File: src/sv/swd_pkg.sv
`default_nettype none
// ----------------------------------------------------------------------------
// swd_pkg
// Types and constants shared by the stream word deleter modules.
// ----------------------------------------------------------------------------
package swd_pkg;

    // Capacity of the pattern registers and of the pending store.
    localparam int PAT_STORE  = 32;
    localparam int CNT_W      = 6;
    localparam int CFG_IDX_W  = 3;
    localparam int CFG_DATA_W = 64;
    localparam int PAT_W      = 8 * PAT_STORE;

    // Configuration register indexes.
    localparam logic [CFG_IDX_W-1:0] REG_PAT_0_7   = 3'd0;
    localparam logic [CFG_IDX_W-1:0] REG_PAT_8_15  = 3'd1;
    localparam logic [CFG_IDX_W-1:0] REG_PAT_16_23 = 3'd2;
    localparam logic [CFG_IDX_W-1:0] REG_PAT_24_31 = 3'd3;
    localparam logic [CFG_IDX_W-1:0] REG_PAT_LEN   = 3'd4;

    typedef struct packed {
        logic [7:0] text_byte;
        logic       stream_end;
    } t_in_item;

    typedef struct packed {
        logic [7:0] out_byte;
        logic       byte_present;
        logic       run_last;
        logic       output_done;
    } t_out_item;

    // Controller to datapath.
    typedef struct packed {
        logic load;    // append the accepted byte to the pending store
        logic emit;    // load the output register
        logic marker;  // the emitted transfer is the empty end marker
        logic pop;     // drop the front pending byte
        logic clear;   // empty the pending store
        logic last;
        logic done;
    } t_cmd;

    // Datapath to controller.
    typedef struct packed {
        logic cnt_zero;
        logic cnt_one;
        logic pre_now;     // pending bytes form a prefix of the pattern
        logic match_now;   // pending count equals the pattern length
        logic pre_next;    // prefix once the front byte is dropped
        logic match_next;  // count after the drop equals the pattern length
        logic stream_end;  // latched end flag of the current byte
        logic out_free;    // output register can take a transfer
    } t_status;

endpackage
`default_nettype wire

File: src/sv/swd_stream_if.sv
`default_nettype none
// ----------------------------------------------------------------------------
// swd_stream_if
// Valid/ready stream channel carrying one payload item per transfer.
// ----------------------------------------------------------------------------
interface swd_stream_if #(
    parameter type t_payload = logic
);
    logic     valid;
    logic     ready;
    t_payload payload;

    modport source (output valid, output payload, input ready);
    modport sink   (input valid, input payload, output ready);
endinterface
`default_nettype wire

File: src/sv/swd_ctrl.sv
`default_nettype none
// ----------------------------------------------------------------------------
// swd_ctrl
// Sequencer: takes a byte, scans the pending store one step per cycle while the
// output register is free, and flushes it at the end of a stream.
// ----------------------------------------------------------------------------
module swd_ctrl (
    input  wire              i_clk,
    input  wire              i_rst_n,
    input  wire              i_in_valid,
    output logic             o_in_ready,
    input  swd_pkg::t_status i_status,
    output swd_pkg::t_cmd    o_cmd
);
    import swd_pkg::*;

    typedef enum logic [1:0] {
        ST_IDLE,
        ST_SCAN,
        ST_FLUSH
    } t_state;

    t_state r_state, n_state;
    logic   r_emitted, n_emitted;
    logic   stop_after_pop;
    logic   rem_zero;

    assign o_in_ready = (r_state == ST_IDLE);

    always_comb begin
        n_state        = r_state;
        n_emitted      = r_emitted;
        o_cmd          = '0;
        // After dropping the front byte the scan stops if the rest is a prefix;
        // a full match at that point empties the store as well.
        stop_after_pop = i_status.pre_next;
        rem_zero       = i_status.cnt_one || (i_status.pre_next && i_status.match_next);
        case (r_state)
            ST_IDLE: begin
                if (i_in_valid) begin
                    o_cmd.load = 1'b1;
                    n_emitted  = 1'b0;
                    n_state    = ST_SCAN;
                end
            end
            ST_SCAN: begin
                if (i_status.pre_now) begin
                    if (!i_status.stream_end) begin
                        o_cmd.clear = i_status.match_now;
                        n_state     = ST_IDLE;
                    end else if (!(i_status.match_now || i_status.cnt_zero)) begin
                        n_state = ST_FLUSH;
                    end else if (r_emitted) begin
                        o_cmd.clear = 1'b1;
                        n_state     = ST_IDLE;
                    end else if (i_status.out_free) begin
                        o_cmd.emit   = 1'b1;
                        o_cmd.marker = 1'b1;
                        o_cmd.last   = 1'b1;
                        o_cmd.done   = 1'b1;
                        o_cmd.clear  = 1'b1;
                        n_state      = ST_IDLE;
                    end
                end else if (i_status.out_free) begin
                    o_cmd.emit = 1'b1;
                    o_cmd.pop  = 1'b1;
                    o_cmd.last = stop_after_pop && (!i_status.stream_end || rem_zero);
                    o_cmd.done = o_cmd.last && i_status.stream_end;
                    n_emitted  = 1'b1;
                end
            end
            ST_FLUSH: begin
                if (i_status.out_free) begin
                    o_cmd.emit = 1'b1;
                    o_cmd.pop  = 1'b1;
                    o_cmd.last = i_status.cnt_one;
                    o_cmd.done = i_status.cnt_one;
                    if (i_status.cnt_one) begin
                        n_state = ST_IDLE;
                    end
                end
            end
            default: begin
                n_state = ST_IDLE;
            end
        endcase
    end

    always_ff @(posedge i_clk) begin
        if (!i_rst_n) begin
            r_state   <= ST_IDLE;
            r_emitted <= 1'b0;
        end else begin
            r_state   <= n_state;
            r_emitted <= n_emitted;
        end
    end

endmodule
`default_nettype wire

File: src/sv/swd_datapath.sv
`default_nettype none
// ----------------------------------------------------------------------------
// swd_datapath
// Pattern registers, pending byte shift store with prefix comparators, and
// the output register.
// ----------------------------------------------------------------------------
module swd_datapath #(
    parameter int MAX_PATTERN = 32
) (
    input  wire                                 i_clk,
    input  wire                                 i_rst_n,
    input  wire                                 i_cfg_wr_en,
    input  wire  [swd_pkg::CFG_IDX_W-1:0]       i_cfg_index,
    input  wire  [swd_pkg::CFG_DATA_W-1:0]      i_cfg_data,
    input  swd_pkg::t_in_item                   i_in_item,
    input  swd_pkg::t_cmd                       i_cmd,
    input  wire                                 i_out_ready,
    output swd_pkg::t_status                    o_status,
    output logic                                o_out_valid,
    output swd_pkg::t_out_item                  o_out_item
);
    import swd_pkg::*;

    localparam int DEPTH = (MAX_PATTERN < PAT_STORE) ? MAX_PATTERN : PAT_STORE;
    localparam logic [CNT_W-1:0] LEN_LIMIT = CNT_W'(DEPTH);

    logic [PAT_W-1:0]  r_pat;
    logic [CNT_W-1:0]  r_len;
    logic [7:0]        r_pend [DEPTH];
    logic [CNT_W-1:0]  r_count;
    logic              r_end;
    logic              r_out_valid;
    t_out_item         r_out;

    logic [CNT_W-1:0]  eff_len;
    logic [CNT_W-1:0]  cnt_less;
    logic [DEPTH-1:0]  ok_now;
    logic [DEPTH-1:0]  ok_next;
    logic              out_free;

    // Length 0 behaves as 1; anything above the store is clamped.
    always_comb begin
        eff_len = r_len;
        if (eff_len == '0) begin
            eff_len = CNT_W'(1);
        end
        if (eff_len > LEN_LIMIT) begin
            eff_len = LEN_LIMIT;
        end
    end

    assign cnt_less = r_count - CNT_W'(1);

    // Each entry is compared against its own pattern byte and, for the
    // lookahead, the next entry against it as well.
    always_comb begin
        for (int i = 0; i < DEPTH; i++) begin
            ok_now[i] = (r_pend[i] == r_pat[8*i +: 8]) || (CNT_W'(i) >= r_count);
            if (i < DEPTH - 1) begin
                ok_next[i] = (r_pend[(i < DEPTH - 1) ? i + 1 : i] == r_pat[8*i +: 8])
                             || (CNT_W'(i) >= cnt_less);
            end else begin
                ok_next[i] = 1'b1;
            end
        end
    end

    assign out_free = !r_out_valid || i_out_ready;

    always_comb begin
        o_status            = '0;
        o_status.cnt_zero   = (r_count == '0);
        o_status.cnt_one    = (r_count == CNT_W'(1));
        o_status.pre_now    = (r_count <= eff_len) && (&ok_now);
        o_status.match_now  = (r_count == eff_len);
        o_status.pre_next   = (cnt_less <= eff_len) && (&ok_next);
        o_status.match_next = (cnt_less == eff_len);
        o_status.stream_end = r_end;
        o_status.out_free   = out_free;
    end

    // Configuration registers.
    always_ff @(posedge i_clk) begin
        if (!i_rst_n) begin
            r_pat <= '0;
            r_len <= CNT_W'(1);
        end else if (i_cfg_wr_en) begin
            case (i_cfg_index)
                REG_PAT_0_7:   r_pat[0*CFG_DATA_W +: CFG_DATA_W] <= i_cfg_data;
                REG_PAT_8_15:  r_pat[1*CFG_DATA_W +: CFG_DATA_W] <= i_cfg_data;
                REG_PAT_16_23: r_pat[2*CFG_DATA_W +: CFG_DATA_W] <= i_cfg_data;
                REG_PAT_24_31: r_pat[3*CFG_DATA_W +: CFG_DATA_W] <= i_cfg_data;
                REG_PAT_LEN:   r_len <= i_cfg_data[CNT_W-1:0];
                default: begin
                end
            endcase
        end
    end

    // Pending store: written at the fill position, shifted on a drop.
    always_ff @(posedge i_clk) begin
        for (int i = 0; i < DEPTH; i++) begin
            if (i_cmd.load && (r_count == CNT_W'(i))) begin
                r_pend[i] <= i_in_item.text_byte;
            end else if (i_cmd.pop && (i < DEPTH - 1)) begin
                r_pend[i] <= r_pend[(i < DEPTH - 1) ? i + 1 : i];
            end
        end
    end

    always_ff @(posedge i_clk) begin
        if (!i_rst_n) begin
            r_count <= '0;
            r_end   <= 1'b0;
        end else begin
            if (i_cmd.load) begin
                r_count <= r_count + CNT_W'(1);
                r_end   <= i_in_item.stream_end;
            end else if (i_cmd.clear) begin
                r_count <= '0;
            end else if (i_cmd.pop) begin
                r_count <= cnt_less;
            end
        end
    end

    // Output register: a new transfer may be loaded while the old one leaves.
    always_ff @(posedge i_clk) begin
        if (!i_rst_n) begin
            r_out_valid <= 1'b0;
        end else if (i_cmd.emit) begin
            r_out_valid <= 1'b1;
        end else if (i_out_ready) begin
            r_out_valid <= 1'b0;
        end
    end

    always_ff @(posedge i_clk) begin
        if (i_cmd.emit) begin
            r_out.out_byte     <= i_cmd.marker ? 8'd0 : r_pend[0];
            r_out.byte_present <= !i_cmd.marker;
            r_out.run_last     <= i_cmd.last;
            r_out.output_done  <= i_cmd.done;
        end
    end

    assign o_out_valid = r_out_valid;
    assign o_out_item  = r_out;

endmodule
`default_nettype wire

File: src/sv/stream_word_deleter_top.sv
`default_nettype none
// ----------------------------------------------------------------------------
// stream_word_deleter_top
// Copies a byte stream with every leftmost, non-overlapping pattern match
// removed.
// ----------------------------------------------------------------------------
// A byte is taken while the block is idle and examined in the scan that
// follows: the pending store drops one byte from its front per cycle while
// the output register is free and waits while the output side stalls; no
// new byte is taken until the scan has settled. Bytes that still form a
// prefix of the pattern are held back; a full match is discarded, and a
// byte marked as the end of the stream flushes what is held, or gives an
// empty end marker when that byte released nothing. Write the pattern
// registers only while the block is idle.
// ----------------------------------------------------------------------------
module stream_word_deleter_top #(
    parameter int MAX_PATTERN = 32
) (
    input  wire                              i_clk,
    input  wire                              i_rst_n,
    input  wire                              i_cfg_wr_en,
    input  wire  [swd_pkg::CFG_IDX_W-1:0]    i_cfg_index,
    input  wire  [swd_pkg::CFG_DATA_W-1:0]   i_cfg_data,
    swd_stream_if.sink                       i_in,
    swd_stream_if.source                     o_out
);
    import swd_pkg::*;

    t_cmd      cmd;
    t_status   status;
    t_out_item out_item;
    logic      out_valid;
    logic      in_ready;

    swd_ctrl u_ctrl (
        .i_clk      (i_clk),
        .i_rst_n    (i_rst_n),
        .i_in_valid (i_in.valid),
        .o_in_ready (in_ready),
        .i_status   (status),
        .o_cmd      (cmd)
    );

    swd_datapath #(
        .MAX_PATTERN (MAX_PATTERN)
    ) u_datapath (
        .i_clk       (i_clk),
        .i_rst_n     (i_rst_n),
        .i_cfg_wr_en (i_cfg_wr_en),
        .i_cfg_index (i_cfg_index),
        .i_cfg_data  (i_cfg_data),
        .i_in_item   (i_in.payload),
        .i_cmd       (cmd),
        .i_out_ready (o_out.ready),
        .o_status    (status),
        .o_out_valid (out_valid),
        .o_out_item  (out_item)
    );

    assign i_in.ready    = in_ready;
    assign o_out.valid   = out_valid;
    assign o_out.payload = out_item;

endmodule
`default_nettype wire

File: src/flat_wrapper.sv
// flat-port wrapper written by rule: the top's interface ports become plain ports
module stream_word_deleter_top_flat import swd_pkg::*;
#(
    parameter int MAX_PATTERN = 32
)
  (i_clk, i_rst_n, i_cfg_wr_en, i_cfg_index, i_cfg_data, i_in_valid, i_in_payload, i_in_ready, o_out_valid, o_out_payload, o_out_ready);
  swd_stream_if #(.t_payload(t_in_item)) i_in_i ();
  swd_stream_if #(.t_payload(t_out_item)) o_out_i ();
  input  wire i_clk;
  input  wire i_rst_n;
  input  wire i_cfg_wr_en;
  input  wire  [swd_pkg::CFG_IDX_W-1:0] i_cfg_index;
  input  wire  [swd_pkg::CFG_DATA_W-1:0] i_cfg_data;
  input wire logic [$bits(i_in_i.valid)-1:0] i_in_valid;
  input wire logic [$bits(i_in_i.payload)-1:0] i_in_payload;
  output wire logic [$bits(i_in_i.ready)-1:0] i_in_ready;
  output wire logic [$bits(o_out_i.valid)-1:0] o_out_valid;
  output wire logic [$bits(o_out_i.payload)-1:0] o_out_payload;
  input wire logic [$bits(o_out_i.ready)-1:0] o_out_ready;
  assign i_in_i.valid = i_in_valid;
  assign i_in_i.payload = i_in_payload;
  assign i_in_ready = i_in_i.ready;
  assign o_out_valid = o_out_i.valid;
  assign o_out_payload = o_out_i.payload;
  assign o_out_i.ready = o_out_ready;
  stream_word_deleter_top #(.MAX_PATTERN(MAX_PATTERN)) u_core (.i_clk(i_clk), .i_rst_n(i_rst_n), .i_cfg_wr_en(i_cfg_wr_en), .i_cfg_index(i_cfg_index), .i_cfg_data(i_cfg_data), .i_in(i_in_i), .o_out(o_out_i));
endmodule
File: config.mk
export PLATFORM = sky130hd
export DESIGN_NAME = stream_word_deleter_top_flat
export DESIGN_NICKNAME = d
export VERILOG_FILES = /design/src/sv/swd_pkg.sv /design/src/sv/swd_stream_if.sv /design/src/sv/swd_ctrl.sv /design/src/sv/swd_datapath.sv /design/src/sv/stream_word_deleter_top.sv /design/src/flat_wrapper.sv
export SDC_FILE = /design/constraint.sdc
export NUM_CORES = 1
export LEC_CHECK = 0
export BUFFER_PORTS_ARGS = -buffer_cell sky130_fd_sc_hd__buf_2
export CAP_MARGIN = 0
export CORE_AREA = 2 2 207 209
export DETAILED_ROUTE_END_ITERATION = 6
export DIE_AREA = 0 0 209 211
export PLACE_DENSITY = 0.85
export SYNTH_ARGS = -nofsm -noshare
export SYNTH_HDL_FRONTEND = slang
export SYNTH_SLANG_ARGS = --single-unit
File: constraint.sdc
create_clock -name i_clk -period 7.12 [get_ports i_clk]
set_input_delay 0.356 -clock i_clk [delete_from_list [all_inputs] [get_ports i_clk]]
set_output_delay 0.356 -clock i_clk [all_outputs]
set_load 0.03 [all_outputs]
# ---- Word-level counts from Yosys, hierarchy flattened
# Memory sizes are Yosys's and may differ from the RTL's.
# Cells that the tools add are included.
dict set report totals {
  register_bits 284
  n_memories 1
  output_inout_bits 13
  ram_bits 256
  wordCells 553
}
# memory words word_bits read_ports rd_clocked_by_memory_dff write_ports line
set mem_list {}
lappend mem_list {u_core.u_datapath.r_pend 32 8 32 0 31 swd_datapath.sv:29} ;# logic [7:0] r_pend [DEPTH];
dict set report op_classes {
  n_reduce_logical 124
  n_eq_ne 109
  bitwise 31
  magnitude_cmp 66
  n_addsub 2
  mux 206
}
# operator count
set ops {}
lappend ops {{8-bit equality test} 63}
lappend ops {{8-bit 2-to-1 mux} 32}
lappend ops {{5-bit by 6-bit >= comparator with 1-bit output (first input constant)} 31}
lappend ops {{1-bit 2-to-1 mux} 144}
lappend ops {{6-bit by 5-bit equality test with 1-bit output (second input constant)} 16}
lappend ops {{4-bit by 6-bit >= comparator with 1-bit output (first input constant)} 16}
lappend ops {{1-bit logical OR} 67}
lappend ops {{6-bit by 4-bit equality test with 1-bit output (second input constant)} 8}
lappend ops {{3-bit by 6-bit >= comparator with 1-bit output (first input constant)} 8}
lappend ops {{1-bit logical AND} 37}
lappend ops {{2-bit 2-to-1 mux} 17}
lappend ops {{32-bit AND reduction} 1}
lappend ops {{1-bit OR} 31}
lappend ops {{31-bit AND reduction} 1}
lappend ops {{6-bit 2-to-1 mux} 5}
lappend ops {{6-bit by 3-bit equality test with 1-bit output (second input constant)} 4}
lappend ops {{1-bit by 6-bit >= comparator with 1-bit output (first input constant)} 4}
lappend ops {{2-bit by 6-bit >= comparator with 1-bit output (first input constant)} 4}
lappend ops {{6-bit by 2-bit equality test with 1-bit output (second input constant)} 2}
lappend ops {{6-bit equality test} 2}
lappend ops {{6-bit less-or-equal comparator} 2}
lappend ops {{6-bit logical NOT} 2}
lappend ops {{2-bit inequality test (second input constant)} 5}
lappend ops {{2-bit AND reduction} 5}
lappend ops {{other kinds (24)} 31}

# ---- Depth between registers and ports, before layout
# Gate-level depths: netlist of the first run.
dict set report depth {
  depth_word 14
  ltp_mapped 16
  ltp_nobuf 13
}

# ---- By module
# From an unflattened synthesis of the first run, not the netlist that was laid out.
dict set report hier_totals {
  cells_unflattened 2764
  area_unflattened_um2 28653.7
}
# mod n_inst cells_per_inst area_each_um2 seq_area_each_um2
set modules_own_cells {}
lappend modules_own_cells {swd_datapath 1 2721 28300.9 13422.9}
lappend modules_own_cells {swd_ctrl 1 43 352.8 60.1}

# ---- Worst setup path after synthesis of the first run
# OpenSTA, ideal clock, no wires.
dict set report synth_path {
  kind {register to register}
  start {register u_core.u_datapath.r_count[0]}
  end {register u_core.u_datapath.r_out (netlist bit u_core.u_datapath.o_out_item[0]), enable pin}
  period_less_slack_ps 3373
  n_path_buf 5
  slack_ps 3747
  arrival_time_ps 3052
  path_stages_with_launch 16
  path_cell_list {dfxtp_1 clkbuf_1 inv_1 ha_1 buf_2 nand2_1 nor3_1 a211oi_1 nor4_1 and4_1 nand3_1 o21ai_2 buf_4 buf_2 buf_2 nand2_1}
}
# item line
set synth_lines {}
lappend synth_lines {{start, declared} swd_datapath.sv:30} ;# logic [CNT_W-1:0] r_count;
lappend synth_lines {{start signal, assigned} swd_datapath.sv:117} ;# r_count <= r_count + CNT_W'(1);
lappend synth_lines {{start signal, assigned} swd_datapath.sv:122} ;# r_count <= cnt_less;
lappend synth_lines {{end, declared} swd_datapath.sv:33} ;# t_out_item r_out;

==> results of run 1 <==
==> routing by layer <==
metal  GRT usage, %  routed length [um]
met1           54.5               34000
met2           62.8               39300
met3           11.0               12300
met4           29.7                8110
met5              0                  14
==> state kept, by name, indices dropped and copies added (netlist names) <==
register	count
u_core.u_ctrl.r_emitted	1
u_core.u_ctrl.r_state	2
u_core.u_datapath.o_out_item	11
u_core.u_datapath.o_out_valid	1
u_core.u_datapath.r_count	6
u_core.u_datapath.r_end	1
u_core.u_datapath.r_len	6
u_core.u_datapath.r_pat	256
u_core.u_datapath.r_pend	256
==> layout make-up <==
type,count,area (sq um)
clock inverter,35,343
tap,539,674
timing repair buffer,116,648
fill,2795,10800
inverter,17,68.8
antenna,2,5.00
multi-input combinational,2085,14100
clock buffer,71,1620
sequential,540,13500
==> per-stage QoR <==
step	worst slack, ns	area, sq um
6_report	1.29	30900
5_1_grt	1.16	30900
4_1_cts	1.65	30900
3_5_place_dp	1.68	28900
3_3_place_gp	1.86	28900
2_1_floorplan	3.75	28200
==> repair_timing <==
item                                   CTS  global route
endpoints found under the hold margin    5             0
gates resized for setup                  0             0
hold buffers                             4             0
==> how the worst max path moves through the flow <==
stage,cells past startpoint,to,slack [ns]
final,10,u_core.u_datapath.r_pend[1][107],1.29
after global routing,10,u_core.u_datapath.r_pend[1][62],1.16
after CTS,11,u_core.u_datapath.r_pend[1][107],1.65
after detailed placement,11,u_core.u_datapath.r_pend[1][107],1.68
after global placement,11,u_core.u_datapath.r_pend[1][59],1.86
after floorplan,15,u_core.u_datapath.o_out_item[0],3.75
==> cell families after synthesis <==
logic type	synth area share [%]
adders and majority gates	0.843
and+or+nand+nor	14.8
buffers and inverters	2.32
DFF	47.8
AOI/OAI and AO/OA	8.28
muxes	10.2
xor gates and xnor gates	15.8
==> worst min-delay path, stage by stage <==
cell and delay, ns:
sky130_fd_sc_hd__buf_2 0.14, sky130_fd_sc_hd__nand2_1 0.06, sky130_fd_sc_hd__a21oi_1 0.05
==> synth_stat cells, types with 10 or more instances <==
cell type and n:
sky130_fd_sc_hd__o21ai_0 41, sky130_fd_sc_hd__nor4_1 75, sky130_fd_sc_hd__dfxtp_1 273, sky130_fd_sc_hd__nor2_1 53, sky130_fd_sc_hd__xor2_1 273, sky130_fd_sc_hd__inv_1 16, sky130_fd_sc_hd__clkbuf_1 111, sky130_fd_sc_hd__mux2_1 40
sky130_fd_sc_hd__xnor2_1 237, sky130_fd_sc_hd__nand3_1 21, sky130_fd_sc_hd__edfxtp_1 267, sky130_fd_sc_hd__and2_1 15, sky130_fd_sc_hd__nand2_8 10, sky130_fd_sc_hd__a21oi_1 287, sky130_fd_sc_hd__nor3_1 13, sky130_fd_sc_hd__a22oi_1 12
sky130_fd_sc_hd__mux2_2 208, sky130_fd_sc_hd__buf_1 14, sky130_fd_sc_hd__nand4_1 69, sky130_fd_sc_hd__nand2_1 583, sky130_fd_sc_hd__ha_1 19
==> power groups by stage <==
stage          registers, mW  clock network (mW)  logic (mW)
2_1_floorplan           3.70                   0       0.960
3_3_place_gp            3.78                   0        1.30
3_5_place_dp            3.79                   0        1.35
4_1_cts                 3.73                3.10        1.36
5_1_grt                 3.75                3.22        1.48
6_report                3.75                3.11        1.42
==> metrics, run 1 <==
result of the run=completed; end of the worst hold path=u_core.u_datapath.r_pat[191]; Internal Dissipation=5.85 mW; Leakage Power=10.9 nW; share of total power in the clock network=37.6%; Boundary Pins=94; row count=75; number of iterations in the first detailed-routing pass=6; wire length per cell=27.5 um; synthesized area per cell=10.1 sq um; Cells on Worst Hold Path=3; final hold violation count=0; initial cell density of the core=67.5%; number of buffer and inverter stages on the critical path=2; TritonCTS sink count=540; kind of end point of the critical path=register; Skew-Pair Late Insertion Delay=0.64 ns; Die Outline Area=44100 sq um; fraction of power spent switching nets=29.3%; sequential share of power=45.2%; Data required, critical path=7.35 ns; area of the mapped netlist=28200 sq um; share of the synthesized area in the top cell type=28.4%; Max transition margin=16.5%; share of post-route cells with drive strength above 1=16.3%; Synth area leader=sky130_fd_sc_hd__edfxtp_1; routed via count=23000; peak ir drop on the vdd network=210 uV; cell type of the slowest stage on the worst timing path=sky130_fd_sc_hd__o21ai_4; worst clock skew on the final layout=0.0278 ns; vias in the first global route=22100; Final Net Count=2916; Routed Wire Length=93700 um; Root Buffer Master=sky130_fd_sc_hd__clkbuf_16; final total power=8.28 mW; Crit Path Category=reg -> reg; Area Overhead vs Synth=9.70%; part of the Yosys area used for sequential elements=47.8%; routability cong.=1.05; setup violators final=0; number of antenna violations at the first check in global routing=3; placeable core region=41800 sq um; wire length of the first global-routing pass=138000 um; initial DRC count=3190; count of unresolved DRC violations after routing=0; number of standard cells after synthesis=2783; GRT Resource Usage Total=42.4%; Top FF cell, synth=sky130_fd_sc_hd__dfxtp_1; share of synthesized flip-flops with an asynchronous set or reset=0%; die boundary width=209 um; Synth cell types=76; antenna viol nets, final=0; post-CTS setup repair buffer count=0; CP startpoint kind=register; EDFF count, synth=267; shortest clock period the worst path allows after layout=5.83 ns; count of pins over their slew limit=0; hold_ws=0.0186 ns; Vert. Die Dim=211 um; synthesis-stage register bit count=540; aggregate global routing overflow=0; count of max-cap constraint violations=0; Port Buffer Count=93; proportion of power drawn by combinational gates=17.1%; commonest non-fill, non-tap cell in the layout=sky130_fd_sc_hd__nand2_1; delay contributed by the slowest stage of the critical path=0.88 ns; endpoint of the lowest-slack register-to-register path=u_core.u_datapath.r_pend[1][107]; Fin Setup TNS=0 ns; final instance count without filler cells=3405; largest cells by area after synthesis=sky130_fd_sc_hd__edfxtp_1 28%, sky130_fd_sc_hd__dfxtp_1 19%, sky130_fd_sc_hd__xor2_1 8.5%; Net Count, Synth=2883; worst setup path startpoint=u_core.u_datapath.r_count[0]; largest net degree at the start of global routing=123; via-per-instance ratio=6.74; data arrival at the endpoint of the critical path=6.07 ns; class of the tightest hold or removal check=in -> reg; cell total after placement=3293; switching power=2.42 mW; share of the core filled with cells=74.1%; cells along the critical path=inv_1, ha_1, nand2b_1, nor3_1, a31oi_1, nor4b_1, nand3_1, o21ai_4, buf_4, o21ai_0; HPWL after detailed placement=65700 um; clock tree from TritonCTS=done; Final Cycle Share=81.9%; startpoint of the lowest-slack hold path=i_cfg_data[63]; unrepaired setup endpoints after global routing=false; maximum count of clock buffers along a single path=3; top library cells by usage in the layout, fill and taps aside=582 x sky130_fd_sc_hd__nand2_1, 287 x sky130_fd_sc_hd__a21oi_1, 273 x sky130_fd_sc_hd__xor2_1, 273 x sky130_fd_sc_hd__dfxtp_1, 267 x sky130_fd_sc_hd__edfxtp_1; Reg2Reg Launch Point=u_core.u_datapath.r_count[0]; largest fanout on the critical path=24; CTS H-tree lvls=2; transition time at the pin with the least slew margin=1.25 ns; number of warnings printed during yosys synthesis=0; Worst R2R Path Depth=10; highest achievable clock rate=171 MHz; Worst path top cell family by delay=simple AND/OR/NAND/NOR gates; PD cells=268 nW/um^2; r2r setup slk=1.29 ns; post-CTS clock slew at the launch and capture registers of the worst setup and hold paths=0.06 ns; number of CTS-inserted buffers=56
(Power assumes the default switching activity.)
==> run 2, diff against run 1 <==
--- a/config.mk
+++ b/config.mk
@@ -7,10 +7,10 @@
 export LEC_CHECK = 0
 export BUFFER_PORTS_ARGS = -buffer_cell sky130_fd_sc_hd__buf_2
 export CAP_MARGIN = 0
-export CORE_AREA = 2 2 207 209
+export CORE_AREA = 2 2 215 217
 export DETAILED_ROUTE_END_ITERATION = 6
-export DIE_AREA = 0 0 209 211
-export PLACE_DENSITY = 0.85
+export DIE_AREA = 0 0 217 219
+export PLACE_DENSITY = 0.79
 export SYNTH_ARGS = -nofsm -noshare
 export SYNTH_HDL_FRONTEND = slang
 export SYNTH_SLANG_ARGS = --single-unit
==> constraint.sdc (replaced) <==
create_clock -name i_clk -period 6.1 [get_ports i_clk]
set_input_delay 0.305 -clock i_clk [delete_from_list [all_inputs] [get_ports i_clk]]
set_output_delay 0.305 -clock i_clk [all_outputs]
set_load 0.03 [all_outputs]
==> run 2 against run 1 <==
Combinational power up 19%. Via count decreased by 0.42%. Fmax rose by 12%. Clock-buffer cell count increased by 15. Non-clock buffer count up 17. Wire length rose by 2.6%. Global-route usage decreased by 2.2 points. Sequential cell count is the same. Utilization shrank 5.3 points. Register-to-register slack got worse by 0.40 ns.
==> metrics, run 2 (synthesis results as in run 1) <==
final instance count without filler cells=3478 (+2.1%); aggregate global routing overflow=0 (unchanged); Worst R2R Path Depth=11 (+1); worst clock skew on the final layout=0.0204 ns (-0.00733 ns); hold_ws=0.0132 ns (-0.00548 ns); Area Overhead vs Synth=10.0%; wire length of the first global-routing pass=140000 um (+1.7%); final hold violation count=0 (unchanged); initial cell density of the core=62.5% (-5.0 points); row count=78 (+4.0%); Final Cycle Share=85.4% (+3.5 points); Skew-Pair Late Insertion Delay=0.63 ns (about the same); Fin Setup TNS=0 ns (unchanged); HPWL after detailed placement=68600 um (+4.4%); number of CTS-inserted buffers=55 (-1.8%); vias in the first global route=21900 (-0.92%); setup violators final=0 (unchanged); Die Outline Area=47500 sq um (+7.8%); Boundary Pins=94 (unchanged); largest net degree at the start of global routing=141 (+15%); top library cells by usage in the layout, fill and taps aside=582 x sky130_fd_sc_hd__nand2_1, 287 x sky130_fd_sc_hd__a21oi_1, 273 x sky130_fd_sc_hd__xor2_1, 273 x sky130_fd_sc_hd__dfxtp_1, 267 x sky130_fd_sc_hd__edfxtp_1; antenna cell count=0 (-2); CTS H-tree lvls=2 (unchanged); GRT Resource Usage Total=40.2% (-2.2 points); worst slack at placement=1.15 ns (-0.530 ns); largest fanout on the critical path=23 (-4.2%); Finished Cell Area=31000 sq um (+0.28%); total cell area at the placement stage=29000 sq um (+0.36%); Max transition margin=16.7% (+0.25 points); number of iterations in the first detailed-routing pass=6 (unchanged); routed via count=22900 (-0.42%); placeable core region=45100 sq um (+8.0%); commonest non-fill, non-tap cell in the layout=sky130_fd_sc_hd__nand2_1; Data required, critical path=6.30 ns (-1.05 ns); Root Buffer Master=sky130_fd_sc_hd__clkbuf_16; die boundary width=217 um (+3.8%); routability cong.=1.02 (-3.0%); TritonCTS sink count=540 (unchanged); count of pins over their slew limit=0 (unchanged); count of max-cap constraint violations=0 (unchanged); share of post-route cells with drive strength above 1=15.8% (-0.57 points); final critical-path setup slack=0.892 ns (-0.397 ns); Routed Wire Length=96100 um (+2.6%); antenna viol nets, final=0 (unchanged); initial DRC count=2995 (-6.1%); transition time at the pin with the least slew margin=1.24 ns (-0.0168 ns); count of filler cells inserted in the layout=3380 (+21%); CP startpoint kind=register; PD cells=304 nW/um^2 (+14%); kind of end point of the critical path=register; maximum count of clock buffers along a single path=3 (unchanged); number of antenna violations at the first check in global routing=2 (-1); share of the core filled with cells=68.8% (-5.3 points); highest achievable clock rate=192 MHz (+12%); result of the run=completed; number of gates resized after CTS=0 (unchanged); final total power=9.44 mW (+14%); clock tree from TritonCTS=done; Cells on Worst Hold Path=3 (unchanged); data arrival at the endpoint of the critical path=5.41 ns (-0.66 ns); count of unresolved DRC violations after routing=0 (unchanged); post-CTS setup repair buffer count=0 (unchanged); peak ir drop on the vdd network=266 uV (+27%); shortest clock period the worst path allows after layout=5.21 ns (-0.623 ns); unrepaired setup endpoints after global routing=false; wire length per cell=27.6 um (+0.41%); class of the tightest hold or removal check=in -> reg; Leakage Power=10.9 nW (-0.16%); via-per-instance ratio=6.57 (-2.5%); Port Buffer Count=93 (unchanged); Vert. Die Dim=219 um (+3.8%); Final Net Count=2932 (+0.55%); Crit Path Category=reg -> reg; post-CTS clock slew at the launch and capture registers of the worst setup and hold paths=0.06 ns (about the same); cell total after placement=3356 (+1.9%)
==> run 2: cell types whose count changed in the layout (fill, tap and decap cells not counted), moves of 2 or more <==
cell                            change
sky130_fd_sc_hd__bufinv_16          -4
sky130_fd_sc_hd__clkbuf_1          +13
sky130_fd_sc_hd__clkbuf_16          -4
sky130_fd_sc_hd__clkbuf_8           +6
sky130_fd_sc_hd__clkinv_2           -9
sky130_fd_sc_hd__clkinvlp_4         -2
sky130_fd_sc_hd__diode_2            -2
sky130_fd_sc_hd__dlygate4sd3_1     +15
sky130_fd_sc_hd__inv_4              -2
sky130_fd_sc_hd__inv_6              -2
==> run 2: critical path, stage by stage (launching register included) <==
cell	delay [ns]
sky130_fd_sc_hd__dfxtp_1	0.51
sky130_fd_sc_hd__inv_1	0.24
sky130_fd_sc_hd__ha_1	0.17
sky130_fd_sc_hd__buf_4	0.26
sky130_fd_sc_hd__nand2b_1	0.22
sky130_fd_sc_hd__nor3_1	0.75
sky130_fd_sc_hd__a31oi_1	0.29
sky130_fd_sc_hd__nor4b_1	0.54
sky130_fd_sc_hd__nand3_1	0.29
sky130_fd_sc_hd__o21ai_4	0.50
sky130_fd_sc_hd__buf_4	0.44
sky130_fd_sc_hd__o21ai_0	0.53
==> run 2: cell type report <==
class	count	area, sq um	share of cell area [%]
clock buffers	86	1650	5.31
clock inverters	17	149	0.480
inverters	17	68.8	0.222
multi-input cells	2085	14100	45.4
flip-flops and latches	540	13500	43.5
well taps	600	751	2.42
repair buffers	133	826	2.66
==> run 2: final timing paths <==
check / endpoint / slack [ns] / start
max: u_core.u_datapath.r_pend[1][55] / 0.89 / u_core.u_datapath.r_count[0]
min reg2reg: u_core.u_datapath.r_pat[254] / 0.47 / u_core.u_datapath.r_pat[254]
max reg2reg: u_core.u_datapath.r_pend[1][55] / 0.89 / u_core.u_datapath.r_count[0]
min: u_core.u_datapath.r_pat[41] / 0.01 / i_cfg_data[41]
==> run 2: power by group <==
part	total, mW	switching, mW	internal (mW)	leakage, nW
clock network	3.38	1.44	1.94	0.884
logic	1.69	1.07	0.620	5.34
registers	4.36	0.277	4.09	4.64
total	9.44	2.80	6.64	10.9
==> run 2: what timing repair did <==
action                                  in CTS  in global routing
hold buffers                                19                  0
endpoints found under the hold margin       43                  0
endpoints found under the setup margin       0                  0
==> run 2: per-layer routing <==
layer,vias to the layer above,global-route usage [%],share of wire [%]
met4,0,25.3,7.2
met2,1580,60.4,43
met5,-,0,0
met3,317,7.04,11
met1,11100,54.1,39
li1,9826,-,-
